**config.mk**
```make
export PLATFORM = sky130hd
export DESIGN_NAME = countdown_request_fifo_unit
export DESIGN_NICKNAME = d
export VERILOG_FILES = /design/src/design/cdrf_pkg.sv /design/src/design/cdrf_cell.sv /design/src/design/countdown_request_fifo_unit.sv
export SDC_FILE = /design/constraint.sdc
export NUM_CORES = 2
export LEC_CHECK = 0
export BUFFER_PORTS_ARGS = -buffer_cell sky130_fd_sc_hd__buf_2
export CAP_MARGIN = 20
export CORE_ASPECT_RATIO = 0.5
export CORE_MARGIN = 2
export CORE_UTILIZATION = 57
export DETAILED_ROUTE_END_ITERATION = 6
export PLACE_DENSITY = 0.85
export SYNTH_ARGS = -nofsm -noshare
export SYNTH_HDL_FRONTEND = slang
export SYNTH_SLANG_ARGS = --single-unit
export TNS_END_PERCENT = 30
```
**constraint.sdc**
```tcl
create_clock -name clock -period 3.5 [get_ports clock]
set_input_delay 0.175 -clock clock [delete_from_list [all_inputs] [get_ports clock]]
set_output_delay 0.175 -clock clock [all_outputs]
set_load 0.02 [all_outputs]
```
**src/design/cdrf_pkg.sv**
```systemverilog
`default_nettype none

package cdrf_pkg;

   localparam int DEPTH_DEF        = 16;
   localparam int PAYLOAD_BITS_DEF = 32;
   localparam int TIMER_BITS_DEF   = 16;

   // Fixed widths of the request and response words.
   localparam int PAYLOAD_W = 32;
   localparam int DURATION_W = 16;
   localparam int COUNT_W    = 5;

   typedef enum logic [1:0] {
      OP_ENQUEUE = 2'd0,
      OP_DEQUEUE = 2'd1,
      OP_TICK    = 2'd2,
      OP_CLEAR   = 2'd3
   } opcode_type;

   typedef enum logic {
      ST_IDLE  = 1'b0,
      ST_COUNT = 1'b1
   } state_type;

   typedef struct packed {
      opcode_type              opcode;
      logic [PAYLOAD_W-1:0]    payload;
      logic [DURATION_W-1:0]   duration;
   } req_type;

   typedef struct packed {
      logic [PAYLOAD_W-1:0]    out_payload;
      logic [DURATION_W-1:0]   out_duration;
      logic [COUNT_W-1:0]      expired_count;
      logic [COUNT_W-1:0]      occupancy;
      logic                    not_empty;
      logic                    error;
   } rsp_type;

   // Broadcast controls for the row of cells.
   typedef struct packed {
      logic load;
      logic shift;
      logic tick;
      logic clear;
      logic hit_shift;
   } cell_ctrl_type;

endpackage

`default_nettype wire

```
**src/design/cdrf_cell.sv**
```systemverilog
`default_nettype none

module cdrf_cell #(
   parameter int INDEX        = 0,
   parameter int CNT_W        = $clog2(cdrf_pkg::DEPTH_DEF + 1),
   parameter int PAYLOAD_BITS = cdrf_pkg::PAYLOAD_BITS_DEF,
   parameter int TIMER_BITS   = cdrf_pkg::TIMER_BITS_DEF
) (
   input  wire logic                        clock,
   input  wire logic                        reset,
   input  wire cdrf_pkg::cell_ctrl_type     ctrl,
   input  wire logic [CNT_W-1:0]            count,
   input  wire logic [PAYLOAD_BITS-1:0]     load_payload,
   input  wire logic [TIMER_BITS-1:0]       load_duration,
   input  wire logic [PAYLOAD_BITS-1:0]     nb_payload,
   input  wire logic [TIMER_BITS-1:0]       nb_duration,
   input  wire logic [TIMER_BITS-1:0]       nb_remaining,
   input  wire logic                        nb_hit,
   output logic [PAYLOAD_BITS-1:0]          payload,
   output logic [TIMER_BITS-1:0]            duration,
   output logic [TIMER_BITS-1:0]            remaining,
   output logic                             hit
);
   import cdrf_pkg::*;

   logic [PAYLOAD_BITS-1:0] payload_ff, payload_in;
   logic [TIMER_BITS-1:0]   duration_ff, duration_in;
   logic [TIMER_BITS-1:0]   remaining_ff, remaining_in;
   logic                    hit_ff, hit_in;
   logic                    selected;

   assign selected = (count == CNT_W'(INDEX));

   always_comb begin
      payload_in   = payload_ff;
      duration_in  = duration_ff;
      remaining_in = remaining_ff;
      hit_in       = hit_ff;
      if (ctrl.clear) begin
         remaining_in = '0;
      end else if (ctrl.load && selected) begin
         payload_in   = load_payload;
         duration_in  = load_duration;
         remaining_in = load_duration;
      end else if (ctrl.shift) begin
         // Stored entries move one cell to the head; the far end brings in a stopped timer.
         payload_in   = nb_payload;
         duration_in  = nb_duration;
         remaining_in = nb_remaining;
      end else if (ctrl.tick) begin
         // Timers of empty cells are always zero, so they neither count nor expire.
         hit_in = (remaining_ff == TIMER_BITS'(1));
         if (remaining_ff != '0) begin
            remaining_in = remaining_ff - TIMER_BITS'(1);
         end
      end else if (ctrl.hit_shift) begin
         hit_in = nb_hit;
      end
   end

   always_ff @(posedge clock) begin
      payload_ff  <= payload_in;
      duration_ff <= duration_in;
      if (reset) begin
         remaining_ff <= '0;
         hit_ff       <= 1'b0;
      end else begin
         remaining_ff <= remaining_in;
         hit_ff       <= hit_in;
      end
   end

   assign payload   = payload_ff;
   assign duration  = duration_ff;
   assign remaining = remaining_ff;
   assign hit       = hit_ff;

endmodule

`default_nettype wire

```
**src/design/countdown_request_fifo_unit.sv**
```systemverilog
`default_nettype none
// Enqueue, dequeue and clear answer in the cycle after start and accept a new word every
// cycle while busy is low. Tick answers once the expiry flags of the cells have shifted out
// of the head cell one per cycle and been counted there; busy is high while that runs.
// Reset (synchronous) empties the queue and stops every timer; stored payloads and
// durations are not cleared. Results are strobed for one cycle and cannot be stalled.
module countdown_request_fifo_unit #(
   parameter int DEPTH        = cdrf_pkg::DEPTH_DEF,
   parameter int PAYLOAD_BITS = cdrf_pkg::PAYLOAD_BITS_DEF,
   parameter int TIMER_BITS   = cdrf_pkg::TIMER_BITS_DEF
) (
   input  wire logic              clock,
   input  wire logic              reset,
   input  wire logic              start,
   output logic                   busy,
   input  wire cdrf_pkg::req_type req_data,
   output logic                   rsp_strobe,
   output cdrf_pkg::rsp_type      rsp_data
);
   import cdrf_pkg::*;

   localparam int CNT_W = $clog2(DEPTH + 1);

   state_type         state_ff, state_in;
   logic [CNT_W-1:0]  count_ff, count_in;
   logic [CNT_W-1:0]  steps_ff, steps_in;
   logic [CNT_W-1:0]  acc_ff, acc_in;
   logic              rsp_strobe_ff, rsp_strobe_in;
   rsp_type           rsp_ff, rsp_in;
   cell_ctrl_type     ctrl;
   logic              accept;
   logic [CNT_W-1:0]  expired_total;

   logic [PAYLOAD_BITS-1:0] load_payload;
   logic [TIMER_BITS-1:0]   load_duration;

   logic [PAYLOAD_BITS-1:0] pay_w [DEPTH+1];
   logic [TIMER_BITS-1:0]   dur_w [DEPTH+1];
   logic [TIMER_BITS-1:0]   rem_w [DEPTH+1];
   logic                    hit_w [DEPTH+1];

   assign load_payload  = PAYLOAD_BITS'(req_data.payload);
   assign load_duration = TIMER_BITS'(req_data.duration);

   // Past the last cell: a stopped timer and no expiry.
   assign pay_w[DEPTH] = '0;
   assign dur_w[DEPTH] = '0;
   assign rem_w[DEPTH] = '0;
   assign hit_w[DEPTH] = 1'b0;

   for (genvar i = 0; i < DEPTH; i++) begin : g_cell
      cdrf_cell #(
         .INDEX        (i),
         .CNT_W        (CNT_W),
         .PAYLOAD_BITS (PAYLOAD_BITS),
         .TIMER_BITS   (TIMER_BITS)
      ) u_cell (
         .clock         (clock),
         .reset         (reset),
         .ctrl          (ctrl),
         .count         (count_ff),
         .load_payload  (load_payload),
         .load_duration (load_duration),
         .nb_payload    (pay_w[i+1]),
         .nb_duration   (dur_w[i+1]),
         .nb_remaining  (rem_w[i+1]),
         .nb_hit        (hit_w[i+1]),
         .payload       (pay_w[i]),
         .duration      (dur_w[i]),
         .remaining     (rem_w[i]),
         .hit           (hit_w[i])
      );
   end

   assign accept        = start && (state_ff == ST_IDLE);
   assign expired_total = acc_ff + CNT_W'(hit_w[0]);

   always_comb begin
      state_in      = state_ff;
      count_in      = count_ff;
      steps_in      = steps_ff;
      acc_in        = acc_ff;
      rsp_strobe_in = 1'b0;
      rsp_in        = '0;
      ctrl          = '0;
      case (state_ff)
         ST_IDLE: begin
            if (accept) begin
               case (req_data.opcode)
                  OP_ENQUEUE: begin
                     if (count_ff >= CNT_W'(DEPTH)) begin
                        rsp_in.error = 1'b1;
                     end else begin
                        ctrl.load = 1'b1;
                        count_in  = count_ff + CNT_W'(1);
                     end
                     rsp_strobe_in = 1'b1;
                  end
                  OP_DEQUEUE: begin
                     if (count_ff == '0) begin
                        rsp_in.error = 1'b1;
                     end else begin
                        rsp_in.out_payload  = PAYLOAD_W'(pay_w[0]);
                        rsp_in.out_duration = DURATION_W'(dur_w[0]);
                        ctrl.shift = 1'b1;
                        count_in   = count_ff - CNT_W'(1);
                     end
                     rsp_strobe_in = 1'b1;
                  end
                  OP_TICK: begin
                     ctrl.tick = 1'b1;
                     if (count_ff == '0) begin
                        rsp_strobe_in = 1'b1;
                     end else begin
                        steps_in = count_ff;
                        acc_in   = '0;
                        state_in = ST_COUNT;
                     end
                  end
                  OP_CLEAR: begin
                     ctrl.clear    = 1'b1;
                     count_in      = '0;
                     rsp_strobe_in = 1'b1;
                  end
                  default: begin
                     rsp_strobe_in = 1'b1;
                  end
               endcase
               rsp_in.occupancy = COUNT_W'(count_in);
               rsp_in.not_empty = (count_in != '0);
            end
         end
         ST_COUNT: begin
            // Held entries sit in the first count cells, so count shifts see every expiry.
            ctrl.hit_shift = 1'b1;
            acc_in   = expired_total;
            steps_in = steps_ff - CNT_W'(1);
            if (steps_ff == CNT_W'(1)) begin
               rsp_strobe_in        = 1'b1;
               rsp_in.expired_count = COUNT_W'(expired_total);
               rsp_in.occupancy     = COUNT_W'(count_ff);
               rsp_in.not_empty     = (count_ff != '0);
               state_in             = ST_IDLE;
            end
         end
         default: begin
            state_in = ST_IDLE;
         end
      endcase
   end

   always_ff @(posedge clock) begin
      rsp_ff   <= rsp_in;
      steps_ff <= steps_in;
      acc_ff   <= acc_in;
      if (reset) begin
         state_ff      <= ST_IDLE;
         count_ff      <= '0;
         rsp_strobe_ff <= 1'b0;
      end else begin
         state_ff      <= state_in;
         count_ff      <= count_in;
         rsp_strobe_ff <= rsp_strobe_in;
      end
   end

   assign busy       = (state_ff == ST_COUNT);
   assign rsp_strobe = rsp_strobe_ff;
   assign rsp_data   = rsp_ff;

   a_count_bound: assert property (@(posedge clock) disable iff (reset)
      count_ff <= CNT_W'(DEPTH))
      else $error("occupancy above queue depth");

   a_quick_ops: assert property (@(posedge clock) disable iff (reset)
      (accept && req_data.opcode != OP_TICK) |=> rsp_strobe)
      else $error("missing one-cycle response");

   a_count_nonzero: assert property (@(posedge clock) disable iff (reset)
      busy |-> (count_ff != '0 && steps_ff != '0))
      else $error("expiry count running on an empty queue");

   a_strobe_idle: assert property (@(posedge clock) disable iff (reset)
      rsp_strobe |-> !busy)
      else $error("response strobed while counting");

endmodule

`default_nettype wire
```
* Word-level counts from Yosys, hierarchy flattened
Index checks and enable logic that the tools add are counted.
** Storage, ports and cells
- Flip-flop bits (word level) :: 1117
- Input bits :: 53
** Cells by class
- $add $sub $neg :: 20
- Order comparisons :: 1
- Eq/ne operators :: 38
- Multiplexer cells :: 196
- Bitwise gates (word level) :: 21
- Reduce and logical (&&, ||, !) cells :: 141
** Operator list (count)
- $mux W16 :: 96
- $mux W32 :: 32
- $eq A16 B1 Y1 const B :: 16
- $reduce_bool A16 Y1 :: 16
- $sub A16 B1 Y16 const B :: 16
- $reduce_bool A3 Y1 :: 32
- $reduce_and A2 Y1 :: 34
- $reduce_and A4 Y1 :: 16
- $mux W5 :: 10
- $mux W1 :: 46
- $eq A5 B4 Y1 const B :: 8
- $reduce_bool A2 Y1 :: 17
- $not A1 Y1 :: 21
- $eq A5 B3 Y1 const B :: 4
- $pmux W5 S2 :: 2
- $logic_and A1 B1 Y1 :: 17
- $pmux W5 S3 :: 1
- $pmux W6 S2 :: 1
- $eq A5 B1 Y1 const B :: 2
- $eq A5 B2 Y1 const B :: 2
- $reduce_bool A5 Y1 :: 2
- $sub A5 B1 Y5 const B :: 2
- $mux W4 :: 2
- $pmux W1 S2 :: 4
- other kinds (15) :: 18

* Depth between registers and ports, before layout
- Depth after elaboration :: 8
- Mapped depth :: 11
- Depth with buffers taken out :: 9

* Modules after synthesis
From an unflattened synthesis, not the netlist that was laid out.
** Unflattened totals
- Cell total of the unflattened synthesis :: 6017
- Area, all modules :: 54937.7 um^2
** Modules (own cells, without submodules)
- cdrf_cell (g_cell[1].u_cell ...) :: times used 4, cells an instance 360, area each 3264.4 um^2, sequential area each 1781.7 um^2
- cdrf_cell (g_cell[3].u_cell ...) :: times used 4, cells an instance 360, area each 3261.9 um^2, sequential area each 1781.7 um^2
- cdrf_cell (g_cell[13].u_cell ...) :: times used 2, cells an instance 360, area each 3248.1 um^2, sequential area each 1781.7 um^2
- cdrf_cell (g_cell[15].u_cell) :: times used 1, cells an instance 360, area each 3265.6 um^2, sequential area each 1781.7 um^2
- cdrf_cell (g_cell[7].u_cell) :: times used 1, cells an instance 359, area each 3259.4 um^2, sequential area each 1781.7 um^2
- cdrf_cell (g_cell[0].u_cell) :: times used 1, cells an instance 358, area each 3251.9 um^2, sequential area each 1781.7 um^2
- cdrf_cell (g_cell[11].u_cell) :: times used 1, cells an instance 359, area each 3249.4 um^2, sequential area each 1781.7 um^2
- cdrf_cell (g_cell[12].u_cell) :: times used 1, cells an instance 360, area each 3236.9 um^2, sequential area each 1781.7 um^2
- cdrf_cell (g_cell[10].u_cell) :: times used 1, cells an instance 360, area each 3229.3 um^2, sequential area each 1781.7 um^2
- countdown_request_fifo_unit :: times used 1, cells an instance 261, area each 2844.0 um^2, sequential area each 1641.6 um^2

* Least setup slack after synthesis
OpenSTA, ideal clock, no wires.
- Path type :: reg-to-reg
- From :: register count_ff[3]
- To :: register g_cell[15].u_cell.remaining_ff[0]
- Arrival time :: 3409 ps
- Setup slack :: -28 ps
- Stages on the path, launching flop included :: 11
- Buffers on the path :: 3
- Period minus slack after synthesis :: 3528 ps
- Path through :: dfxtp_1 > clkbuf_1 > buf_1 > and3_1 > ha_1 > and3_1 > nor2_2 > inv_2 > clkbuf_1 > a21oi_1 > o221a_2
** Between the ends
- Word-level cells in the longest chain between the ends :: 8
- Elaborated cells between the ends (all ways) :: 15
- Those cells by class :: 1 x order compare; 1 x eq/ne; 8 x mux; 5 x reduce/logical
** Ends and longest elaborated chain
- start, declared :: line countdown_request_fifo_unit.sv:25 : logic [CNT_W-1:0] count_ff, count_in;
- start signal, assigned :: line countdown_request_fifo_unit.sv:162 : count_ff <= count_in;
- $ge A5 B5 Y1 :: line countdown_request_fifo_unit.sv:91 : if (count_ff >= CNT_W'(DEPTH)) begin
- $mux W1 :: line countdown_request_fifo_unit.sv:91
- $mux W1 :: line countdown_request_fifo_unit.sv:89 : case (req_data.opcode)
- $mux W4 :: line countdown_request_fifo_unit.sv:88 : if (accept) begin
- $mux W4 :: line countdown_request_fifo_unit.sv:86 : case (state_ff)
- $logic_and A1 B1 Y1 :: line cdrf_cell.sv:41 : end else if (ctrl.load && selected) begin
- $reduce_bool A3 Y1 (no source line)
- $reduce_and A2 Y1 (no source line)
- end signal, assigned :: line cdrf_cell.sv:68 : remaining_ff <= remaining_in;
- end, declared :: line cdrf_cell.sv:28 : logic [TIMER_BITS-1:0] remaining_ff, remaining_in;
Parallel ways exist; a longest one is shown, timed or not.
A chain may end at the register's enable or synchronous reset.

* Final worst setup path
- From :: register count_ff[4]
- To :: register g_cell[13].u_cell.remaining_ff[4]
** Between the ends
- Word-level cells in the longest chain between the ends :: 8
- Elaborated cells between the ends (all ways) :: 15
- Those cells by class :: 1 x order compare; 1 x eq/ne; 8 x mux; 5 x reduce/logical
** Ends and longest elaborated chain (line)
- $ge A5 B5 Y1 :: countdown_request_fifo_unit.sv:91
- $mux W1 :: countdown_request_fifo_unit.sv:91
- $mux W1 :: countdown_request_fifo_unit.sv:89
- $mux W4 :: countdown_request_fifo_unit.sv:88
- $mux W4 :: countdown_request_fifo_unit.sv:86
- $logic_and A1 B1 Y1 :: cdrf_cell.sv:41
- $reduce_bool A3 Y1 (no source line)
- $reduce_and A2 Y1 (no source line)
- end signal, assigned :: cdrf_cell.sv:68
- end, declared :: cdrf_cell.sv:28
Parallel ways exist; a longest one is shown, timed or not.

==> results.toml <==
[outcome]
status = "completed"

[detailed_routing]
drc = 0
vias = 44100
vias_per_cell = 6.07
routedWlPerCell_um = 20.7
drt_iter0_markers = 5948
antenna_violating_nets_post_route = 0
dr.pass1.iters = 7
wl_mm = 150

[cts]
htree_levels = 3
cts.clk_slew.worst_paths_ns = 0.07
cts.sinks = 1117
cts_resized = 0
cts_tree = "built"
clkLatencyLatePin_ns = 0.71
cts_buffers = 96
post_cts_buffers = 0
root_buffer = "clkbuf_16"
clockBufferDepth = 3

[power]
power_switching_mw = 9.44
swShare_pct = 28.6
p_clk_share_pct = 34.5
power_leakage_nw = 24.3
seqPwrFrac_pct = 46.5
combPwrFrac_pct = 19.0
internal-power_mw = 23.5
finalPower_mw = 33.0
power_density_nw_per_um2 = 560
peakVddDrop_v = 0.000432

[die]
fp.dieW_um = 438
rows = 79
die_h_um = 221
io-pin-count = 115
core_area_um2 = 93100
initial_core_util_pct = 57.6
die_area_um2 = 96800

[worst_setup_path]
r2r-end = "g_cell[13].u_cell.remaining[4]$_SDFFE_PP0P_"
crit_type = "flip-flop to flip-flop"
critPathRequiredTime_ns = 4.08
crit_chain = "nor2_1 -> nand4_1 -> buf_4 -> nand3_4 -> o21ai_1 -> a21oi_1"
r2r_setup_slack_ns = 0.32
max_stage_delay_ns = 0.76
worstPathMaxFanout = 60
critPathCaptureType = "flip-flop"
path_buf_inv = 1
rr_worst_depth = 6
startpoint_type = "flip-flop"
cpMaxStageDelayCell = "dfxtp_1"
worstPathArrival_ns = 3.76
cpLargestDelayFamily = "simple AND/OR/NAND/NOR gates"
rr_startpoint = "count_ff[4]$_SDFFE_PP0P_"

[global_routing]
grt_max_degree = 139
grt_pass1_vias = 41800
globalRouteOverflowTotal = 0
grt_pass1_wl_mm = 235
antenna_found_initial = 6
grtUsageTotal_pct = 30.6

[hold_path]
hold_path.startpoint = "req_data[21]"
whs_path_depth = 3
worstHoldEndpoint = "g_cell[7].u_cell.payload[5]$_DFFE_PP_"
hp-class = "input pin to flip-flop"

[logic_synthesis]
ys_warn_count = 0
yosysTopAreaCellShare_pct = 43.5
syn-cell-area_um2 = 53700
synth_area_leader_cell = "edfxtp_1"
synth_common_cells = "nand2_1, edfxtp_1, a21oi_1"
yosysMostFrequentCell = "nand2_1"
synth.avg_cell_area_um2 = 8.92
synth-seq-cells = 1117
synth_fp_nets = 6128
syn_inst = 6017
ys_top_cells_by_area = "edfxtp_1, nand2_1, dfxtp_1"
seq_area_frac_synth_pct = 56.2
synth_cell_types = 84
synth_edf_count = 778
synth_top_flop_cell = "edfxtp_1"
synthArstFlopShare_pct = 0

[timing]
finalSetupViolCount = 0
worst_slew_pin_slew_ns = 1.10
tns_ns = 0
skew_ns = 0.0284
rsz0062_at_grt = "no"
maxSlewHeadroom_pct = 26.9
hold_viol_final = 0
slew_violations = 0
fmax_mhz = 315
timing.final.crit_share_pct = 90.8
min_period_ns = 3.18

[placement]
place.gp.congestion = 0.950
dpl.hpwl_mm = 97.7
dpl_cell_area_um2 = 55300
dp_cells = 7074
port_buffers = 114

[layout]
nFillCells = 7200
syn_to_final_growth_pct = 9.58
instances_no_fill = 7274
drive_gt1_share_pct = 7.94
final_nets = 6046
final_area_um2 = 58800

[run]
drv_cap = 0
==> worst register-to-register path, cell delays in order (launching register included) <==
cell and delay, ns:
dfxtp_1 0.76, nor2_1 0.37, nand4_1 0.45, buf_4 0.70
nand3_4 0.47, o21ai_1 0.26, a21oi_1 0.06
==> placed cells by master (no fill, tap or decap), types with 76 or more instances in the layout <==
master / n
clkbuf_16: 97
edfxtp_1: 778
o211ai_1: 83
dfxtp_1: 339
and2_1: 101
buf_4: 119
buf_2: 114
o21ai_1: 76
xor2_1: 106
o21ai_0: 292
a31oi_1: 113
a21oi_1: 342
nor2_1: 237
nand2_1: 2326
xnor2_1: 78
==> routing by layer <==
metal  GRT usage, %  wire length, um  vias up
li1               -                -    20400
met1           43.9            60900    20700
met2           46.3            65600     2623
met3           6.16            18600      382
met4           11.3             5320        0
met5              0                0        -
==> state kept, by name (all words and copies together), names as in the netlist <==
| name | count |
|---|---|
| g_cell.u_cell.payload | 512 |
| acc_ff | 5 |
| g_cell.u_cell.duration | 256 |
| rsp_strobe | 1 |
| rsp_data | 60 |
| g_cell.u_cell.hit | 16 |
| steps_ff | 5 |
| g_cell.u_cell.remaining | 256 |
| count_ff | 5 |
| busy | 1 |
==> cell families (layout without fill, tap and decap cells) <==
group / count (synthesis) / after routing / synth area share (%)
and+or+nand+nor: 3106 / 3106 / 24.4
xor gates and xnor gates: 185 / 185 / 3.03
buffers and inverters: 499 / 499 / 3.74
adders and majority gates: 58 / 58 / 1.35
muxes: 3 / 3 / 0.0560
other: 0 / 2 / 0
DFF: 1117 / 1117 / 56.2
AOI/OAI and AO/OA: 1049 / 1049 / 11.2
==> repair_timing <==
| action | CTS | global route |
|---|---|---|
| hold buffers | 16 | 0 |
| hold endpoints to repair | 100 | 0 |
| setup endpoints to repair | 0 | 0 |
==> worst max-delay path by stage <==
stage          depth (start not counted)                                           to                     start  slack, ns
2_1_floorplan                         10  g_cell[12].u_cell.remaining[6]$_SDFFE_PP0P_  count_ff[0]$_SDFFE_PP0P_       0.13
3_3_place_gp                           9  g_cell[3].u_cell.remaining[15]$_SDFFE_PP0P_  count_ff[0]$_SDFFE_PP0P_       0.43
3_5_place_dp                           9  g_cell[3].u_cell.remaining[15]$_SDFFE_PP0P_  count_ff[0]$_SDFFE_PP0P_       0.37
4_1_cts                                9   g_cell[3].u_cell.remaining[3]$_SDFFE_PP0P_  count_ff[0]$_SDFFE_PP0P_       0.36
5_1_grt                                9  g_cell[3].u_cell.remaining[11]$_SDFFE_PP0P_  count_ff[0]$_SDFFE_PP0P_       0.06
6_report                               6  g_cell[13].u_cell.remaining[4]$_SDFFE_PP0P_  count_ff[4]$_SDFFE_PP0P_       0.32
==> power by group through the flow <==
stage	logic (mW)	registers (mW)	clock network, mW
after CTS	6.11	15.3	11.4
after detailed placement	6.03	15.6	0
after global placement	5.90	15.6	0
after global routing	6.90	15.4	11.9
after floorplan	4.75	15.4	0
final	6.25	15.3	11.4
==> cell type report <==
cell class                      count  area [um^2]  share of cell area (%)
Tap cell                         1255         1570                    2.67
Sequential cell                  1117        30100                    51.3
Timing Repair Buffer              264         1910                    3.25
Clock buffer                      112         2510                    4.27
Clock inverter                     68          768                    1.31
Multi-Input combinational cell   4401        21700                    36.9
Inverter                           55          206                   0.351
Antenna cell                        2         5.00                 0.00851
==> stage by stage <==
stage          utilization (%)  hold WS (ns)  setup WS [ns]
2_1_floorplan                -         0.334          0.126
3_3_place_gp              59.4         0.422          0.434
3_5_place_dp              59.4         0.427          0.371
4_1_cts                   63.1       0.00269          0.362
5_1_grt                   63.1        0.0565         0.0632
6_report                  63.1        0.0482          0.321
No activity file was read; power rests on OpenSTA's default activity.
